==> src/hw/rtl/krps_pkg.sv <==
package krps_pkg;

  localparam int IMG_FRAC   = 20;
  localparam int PT_W       = 24;
  localparam int CRD_W      = 32;
  localparam int MIN_SEP_W  = 41;
  localparam int IN_DATA_W  = 288;
  localparam int OUT_DATA_W = 152;
  localparam int OUT_PAD_LSB = 146;
  localparam int RES_W      = 48;

  // input queue between front and back
  localparam int QDEPTH = 2;
  localparam int QP_W   = $clog2(QDEPTH);
  localparam int QC_W   = $clog2(QDEPTH + 1);

  // datapath widths, sized from the operand ranges
  localparam int BX_W      = 57;   // x*2^f - u*z and sums of two
  localparam int SU_W      = 25;   // u1+u2, u1-u2
  localparam int ACC_W     = 84;   // R, N, cz
  localparam int DSQ_W     = 51;   // D
  localparam int WIDE_W    = 112;  // cz*Su - Bx
  localparam int MA_W      = 97;
  localparam int MB_W      = 26;
  localparam int PROD_W    = 128;
  localparam int DIV_NUM_W = 84;
  localparam int DIV_DEN_W = 50;

  typedef struct packed {
    logic                    est;
    logic signed [PT_W-1:0]  u_first;
    logic signed [PT_W-1:0]  v_first;
    logic signed [CRD_W-1:0] x_first;
    logic signed [CRD_W-1:0] y_first;
    logic signed [CRD_W-1:0] z_first;
    logic signed [PT_W-1:0]  u_second;
    logic signed [PT_W-1:0]  v_second;
    logic signed [CRD_W-1:0] x_second;
    logic signed [CRD_W-1:0] y_second;
    logic signed [CRD_W-1:0] z_second;
  } krps_item_t;

endpackage

==> src/hw/rtl/krps_front.sv <==
module krps_front (
  input  logic                            clk,
  input  logic                            rst_n,
  input  logic                            in_tvalid,
  output logic                            in_tready,
  input  logic [krps_pkg::IN_DATA_W-1:0]  in_tdata,
  input  logic                            in_tuser,
  input  logic                            q_pop,
  output logic                            q_valid,
  output krps_pkg::krps_item_t            q_item
);
  import krps_pkg::*;

  krps_item_t            item;
  krps_item_t            mem_r [QDEPTH];
  logic [QP_W-1:0]       wr_ptr_r, wr_ptr_nxt, rd_ptr_r, rd_ptr_nxt;
  logic [QC_W-1:0]       cnt_r, cnt_nxt;
  logic                  push, pop;

  // cmd 0 is an estimate, cmd 1 a residual check
  always_comb begin
    item.est      = ~in_tuser;
    item.u_first  = in_tdata[23:0];
    item.v_first  = in_tdata[47:24];
    item.x_first  = in_tdata[79:48];
    item.y_first  = in_tdata[111:80];
    item.z_first  = in_tdata[143:112];
    item.u_second = in_tdata[167:144];
    item.v_second = in_tdata[191:168];
    item.x_second = in_tdata[223:192];
    item.y_second = in_tdata[255:224];
    item.z_second = in_tdata[287:256];
  end

  assign in_tready = (cnt_r != QC_W'(QDEPTH));
  assign q_valid   = (cnt_r != '0);
  assign q_item    = mem_r[rd_ptr_r];
  assign push      = in_tvalid && in_tready;
  assign pop       = q_pop && q_valid;

  always_comb begin
    wr_ptr_nxt = push ? wr_ptr_r + 1'b1 : wr_ptr_r;
    rd_ptr_nxt = pop ? rd_ptr_r + 1'b1 : rd_ptr_r;
    cnt_nxt    = cnt_r + QC_W'(push) - QC_W'(pop);
  end

  always_ff @(posedge clk) begin
    if (!rst_n) begin
      wr_ptr_r <= '0;
      rd_ptr_r <= '0;
      cnt_r    <= '0;
    end else begin
      wr_ptr_r <= wr_ptr_nxt;
      rd_ptr_r <= rd_ptr_nxt;
      cnt_r    <= cnt_nxt;
    end
  end

  always_ff @(posedge clk) begin
    if (push) begin
      mem_r[wr_ptr_r] <= item;
    end
  end

endmodule

==> config.mk <==
export PLATFORM = sky130hd
export DESIGN_NAME = krps_front
export DESIGN_NICKNAME = d
export VERILOG_FILES = /design/src/hw/rtl/krps_pkg.sv /design/src/hw/rtl/krps_front.sv
export SDC_FILE = /design/constraint.sdc
export NUM_CORES = 1
export LEC_CHECK = 0
export ABC_AREA = 1
export BUFFER_PORTS_ARGS = -buffer_cell sky130_fd_sc_hd__buf_2
export CORE_AREA = 2 2 230 232
export CTS_CLUSTER_SIZE = 14
export DETAILED_ROUTE_END_ITERATION = 10
export DIE_AREA = 0 0 232 234
export PLACE_DENSITY = 0.78
export SLEW_MARGIN = 5
export SYNTH_ARGS = -nofsm -noshare
export SYNTH_HDL_FRONTEND = slang
export SYNTH_SLANG_ARGS = --single-unit
export TNS_END_PERCENT = 5
==> constraint.sdc <==
create_clock -name clk -period 25.9 [get_ports clk]
set_input_delay 5.18 -clock clk [delete_from_list [all_inputs] [get_ports clk]]
set_output_delay 5.18 -clock clk [all_outputs]
set_load 0.02 [all_outputs]
# Yosys cells after proc, flatten, opt, wreduce, memory -nomap -nowiden
# Memory sizes are Yosys's and may differ from the RTL's. A register that Yosys moved wholly into a read port is not among the register bits.
# Cells that the tools add are included.
dict set report op_classes {
  n_reduce_logical 3
  eq_ne 1
  addsub 4
  n_mux 4
  bitwise 1
}
# operator count
set op_table {}
lappend op_table {{1-bit 2-to-1 mux} 4}
lappend op_table {{1-bit adder (second input constant)} 2}
lappend op_table {{2-bit by 1-bit adder with 2-bit output} 1}
lappend op_table {{1-bit logical AND} 2}
lappend op_table {{2-bit != test (second input constant)} 1}
lappend op_table {{2-bit nonzero test} 1}
lappend op_table {{2-bit by 1-bit subtractor with 2-bit output} 1}
lappend op_table {{1-bit inverter} 1}
dict set report totals {
  word_cells 17
  ram_bits 578
  memories 1
  regBits 4
  in_bits 293
  out_inout_bits 291
}
# memory words width read_ports rd_clocked_by_memory_dff wr line
set mem_list {}
lappend mem_list {mem_r 2 289 1 1 1 krps_front.sv:15} ;# krps_item_t mem_r [QDEPTH];

# Longest topological paths before layout
dict set report logic_depth {
  ltp_word 4
  mapped_depth 11
  mapped_depth_nobuf 11
}

# Least setup slack after synthesis
# No wires, ideal clock.
dict set report synth_path {
  path_type {input to register}
  from {input in_tvalid}
  to {memory mem_r[1][0] (netlist bit) (enable)}
  path_stages 2
  setup_slack_ns 7.625
  t_arrival_ns 17.327
  setup_time_ns 0.948
  path_cell_list {nand2_1 -> nor2_1}
}
dict set report synth_between {
  elab_chain_len 3
}
# item line
set synth_rtl {}
lappend synth_rtl {{start, declared} krps_front.sv:4} ;# input logic in_tvalid,
lappend synth_rtl {{1-bit logical AND} krps_front.sv:38} ;# assign push = in_tvalid && in_tready;
lappend synth_rtl {{1-bit 2-to-1 mux} krps_front.sv:60} ;# if (push) begin
lappend synth_rtl {{1-bit 2-to-1 mux (not written as such)} krps_front.sv:61} ;# mem_r[wr_ptr_r] <= item;
lappend synth_rtl {{end, declared} krps_front.sv:15}
# No other way between the ends.

==> results.cfg <==
[worst_setup_path]
worst_ep_arrival_time_ns = 3.73
startpoint_type = flip-flop
regToRegSetupSlack_ns = 22.34
critical_path.slowest_cell = sky130_fd_sc_hd__buf_4
regToRegStartpoint = cnt_r[0]
worstSetupPathType = reg2out
r2r_end = mem_r[0][212]
crit_buf_inv = 3
critical_path.top_delay_family = buffers and inverters
required_ns = 20.72
worst_path_most_repeated_cell = sky130_fd_sc_hd__buf_4
cp-end-kind = output port
cp_slowest_stage_delay_ns = 0.88
crit_path_cell_chain = buf_4 > buf_4 > mux2_4 > buf_2
worst-r2r-cell-count = 6
worstPathMaxFanout = 61

[power_and_ir_drop]
sw_frac_of_total = 0.2925
sequentialPowerShare = 0.452
clkPwrFrac = 0.270
total_switching_power_uw = 801.0
power.ir.vdd_worst_v = 0.00007457
leakage_power_summed_over_all_cells_uw = 0.01047
internal_power_uw = 1938
power.density_cell_area_nw_per_um2 = 100.7
comb_power_share = 0.278

[timing]
slew_violations = 0
timing.slew.headroom = 0.1404
clock_skew_ns = 0.01150
fin_crit_ns = 8.909
setup_viol = 0
hold_viol_final = 0
rsz0062_at_grt = false
timing_worst_slew_pin_value_ns = 1.289
timing.final.ws_setup_ns = 16.99
setup_total_negative_slack_ns = 0
min_period_over_period = 0.3440
max_freq_mhz = 112.2

[worst_hold_path]
depth_of_the_worst_hold_timing_path = 2
min-delay-start = rd_ptr_r
min_path_type = reg2reg

[logic_synthesis]
synth_nets = 1230
synthesis.yosys.warnings = 0
postSynthRegisterBits = 583
synth_top_family_by_area = multiplexers
synth_cell_type_count = 13
synth_area_leader_cell = sky130_fd_sc_hd__edfxtp_1
yosys-mux-area-fraction = 0.1828
synth-compound-area-share = 0.0002284
mappedNetlistArea_um2 = 21910
netlist_instances = 936
yosys.area_share.simple = 0.003654
portion_of_the_post_synthesis_area_used_by_sequential_elements = 0.7966
postSynthAreaPerCell_um2 = 23.41
synth_xor_area_frac = 0.0003997
top_area_cell_type_share_of_the_netlist_area = 0.7920
synthAdderAreaFrac = 0.0005709
synth_area_leaders = sky130_fd_sc_hd__edfxtp_1 79%, sky130_fd_sc_hd__mux2_4 14%, sky130_fd_sc_hd__mux2_2 4.6%, sky130_fd_sc_hd__buf_6 1.3%, sky130_fd_sc_hd__dfxtp_1 0.46%

[cts]
ctsHoldBuffers = 0
numCtsBuffers = 55
clockRootBuffer = sky130_fd_sc_hd__clkbuf_16
cts_max_path_buffers = 3
total_clock_sinks = 583
clk-insertion-delay-late_ns = 0.58
ctsHtreeMaxLevel = 2
cts_tree = built
postCtsSetupRepairBufs = 0
cts_resized = 0
clk_pin_slew_ns = 0.06

[layout]
fillers = 4112
final_cell_area_excluding_filler_cells_um2 = 27190
fin_nets = 1849
layout.cells.most_common = sky130_fd_sc_hd__buf_2
post_route_cells_drive_above_1_share = 0.6010
most-common-layout-cells = 583 x sky130_fd_sc_hd__buf_2, 578 x sky130_fd_sc_hd__edfxtp_1, 200 x sky130_fd_sc_hd__mux2_4
areaGrowthSynthToFinish_pct = 24.07

[routing]
routed-via-count = 10900
routed_wl_um = 45300
vias_per_cell = 4.745
drc_errors = 0
drt-wirelength-per-cell_um = 19.72
drtIter0Drc = 610
first_pass_iters = 4
detail-route-antenna-nets = 0

[grt]
first_global_vias = 11079
globalRouteOverflowTotal = 0
grt_max_degree = 139
grt_first_pass_wirelength_um = 63840
groute.usage.overall = 0.1563
grt_antenna_before_repair = 21

[placement]
io_buffer_count = 583
dpl-instance-area_um2 = 25490
globalplace.congestion = 0.8287
dpl.hpwl_um = 31910
pre_cts_ws_ns = 17.60

[floorplan]
die_height_um = 234
core-area_um2 = 52020
die-area_um2 = 54290
num_io_pins = 584
initial_utilization = 0.4212
floorplan.die.width_um = 232
floorplan.rows = 84

[job]
max-cap-violations = 0

[status]
outcome = completed
[power groups by stage]
stage / clock network (uW) / registers [uW] / logic (uW)
floorplan: 0 / 1310 / 555
global placement: 0 / 1250 / 753
detailed placement: 0 / 1260 / 765
CTS: 761 / 1240 / 768
global route: 793 / 1250 / 801
finish: 741 / 1240 / 761
[flip-flops by register name, summed over array words and instances (netlist names), named ones only]
signal / cells
mem_r: 578
cnt_r: 2
rd_ptr_r: 1
wr_ptr_r: 1
[metal layers]
metal	global-route usage	share of wire
met5	0	0.0022
met2	0.2725	0.51
met4	0.05128	0.026
met1	0.1747	0.36
met3	0.06238	0.099
[metrics by stage]
| step | hold slack, ns | cells | total power, uW | util |
|---|---|---|---|---|
| 5_1_grt | 0.5472 | 2293 | 2842 | 0.5224 |
| 6_report | 0.5225 | 2297 | 2739 | 0.5226 |
| 3_3_place_gp | 0.4827 | 2186 | 2004 | 0.4900 |
| 3_5_place_dp | 0.5246 | 2186 | 2023 | 0.4900 |
| 2_1_floorplan | 0.4669 | 936 | 1863 | - |
| 4_1_cts | 0.5355 | 2287 | 2767 | 0.5221 |
[worst max path at each step]
stage	from	end	slack (ns)	depth (start not counted)
2_1_floorplan	in_tvalid	mem_r[1][0]	7.63	2
3_3_place_gp	in_tvalid	mem_r[0][138]	17.66	5
3_5_place_dp	in_tvalid	mem_r[0][138]	17.60	5
4_1_cts	flip-flop	q_item[162]	16.97	4
5_1_grt	flip-flop	q_item[162]	16.82	4
6_report	flip-flop	q_item[162]	16.99	4
[area by class of cell]
cell class,instances,area [um2],area share
Sequential cell,583,17460,0.6422
Multi-Input combinational cell,313,4126,0.1518
Timing Repair Buffer,594,3013,0.1108
Clock buffer,69,1471,0.05412
Tap cell,688,860.8,0.03166
Clock inverter,32,201.4,0.007409
Inverter,8,30.03,0.001104
Antenna cell,10,25.02,0.0009204
[kinds of logic after synthesis]
logic type	Yosys count
multiplexers	289
buffers and inverters	40
AND/OR/NAND/NOR	21
AO/OA/AOI/OAI	1
flip-flops	583
adder cells (fa/ha/maj)	1
XOR/XNOR	1
[worst register-to-register path, delay by kind of cell, from the launching register on]
kind / cells / cell delay (ns)
buffers and inverters: 3 / 1.75
and+or+nand+nor: 3 / 1.00
DFF: 1 / 0.35
[synthesized netlist by cell type]
library cell               number
sky130_fd_sc_hd__xnor2_1        1
sky130_fd_sc_hd__a21oi_1        1
sky130_fd_sc_hd__dfxtp_1        5
sky130_fd_sc_hd__mux2_2        89
sky130_fd_sc_hd__buf_6         25
sky130_fd_sc_hd__edfxtp_1     578
sky130_fd_sc_hd__nand2_1       11
sky130_fd_sc_hd__inv_1          8
sky130_fd_sc_hd__buf_2          7
sky130_fd_sc_hd__nand3_1        1
sky130_fd_sc_hd__ha_1           1
sky130_fd_sc_hd__mux2_4       200
sky130_fd_sc_hd__nor2_1         9
Power figures use the tool's default switching activity.
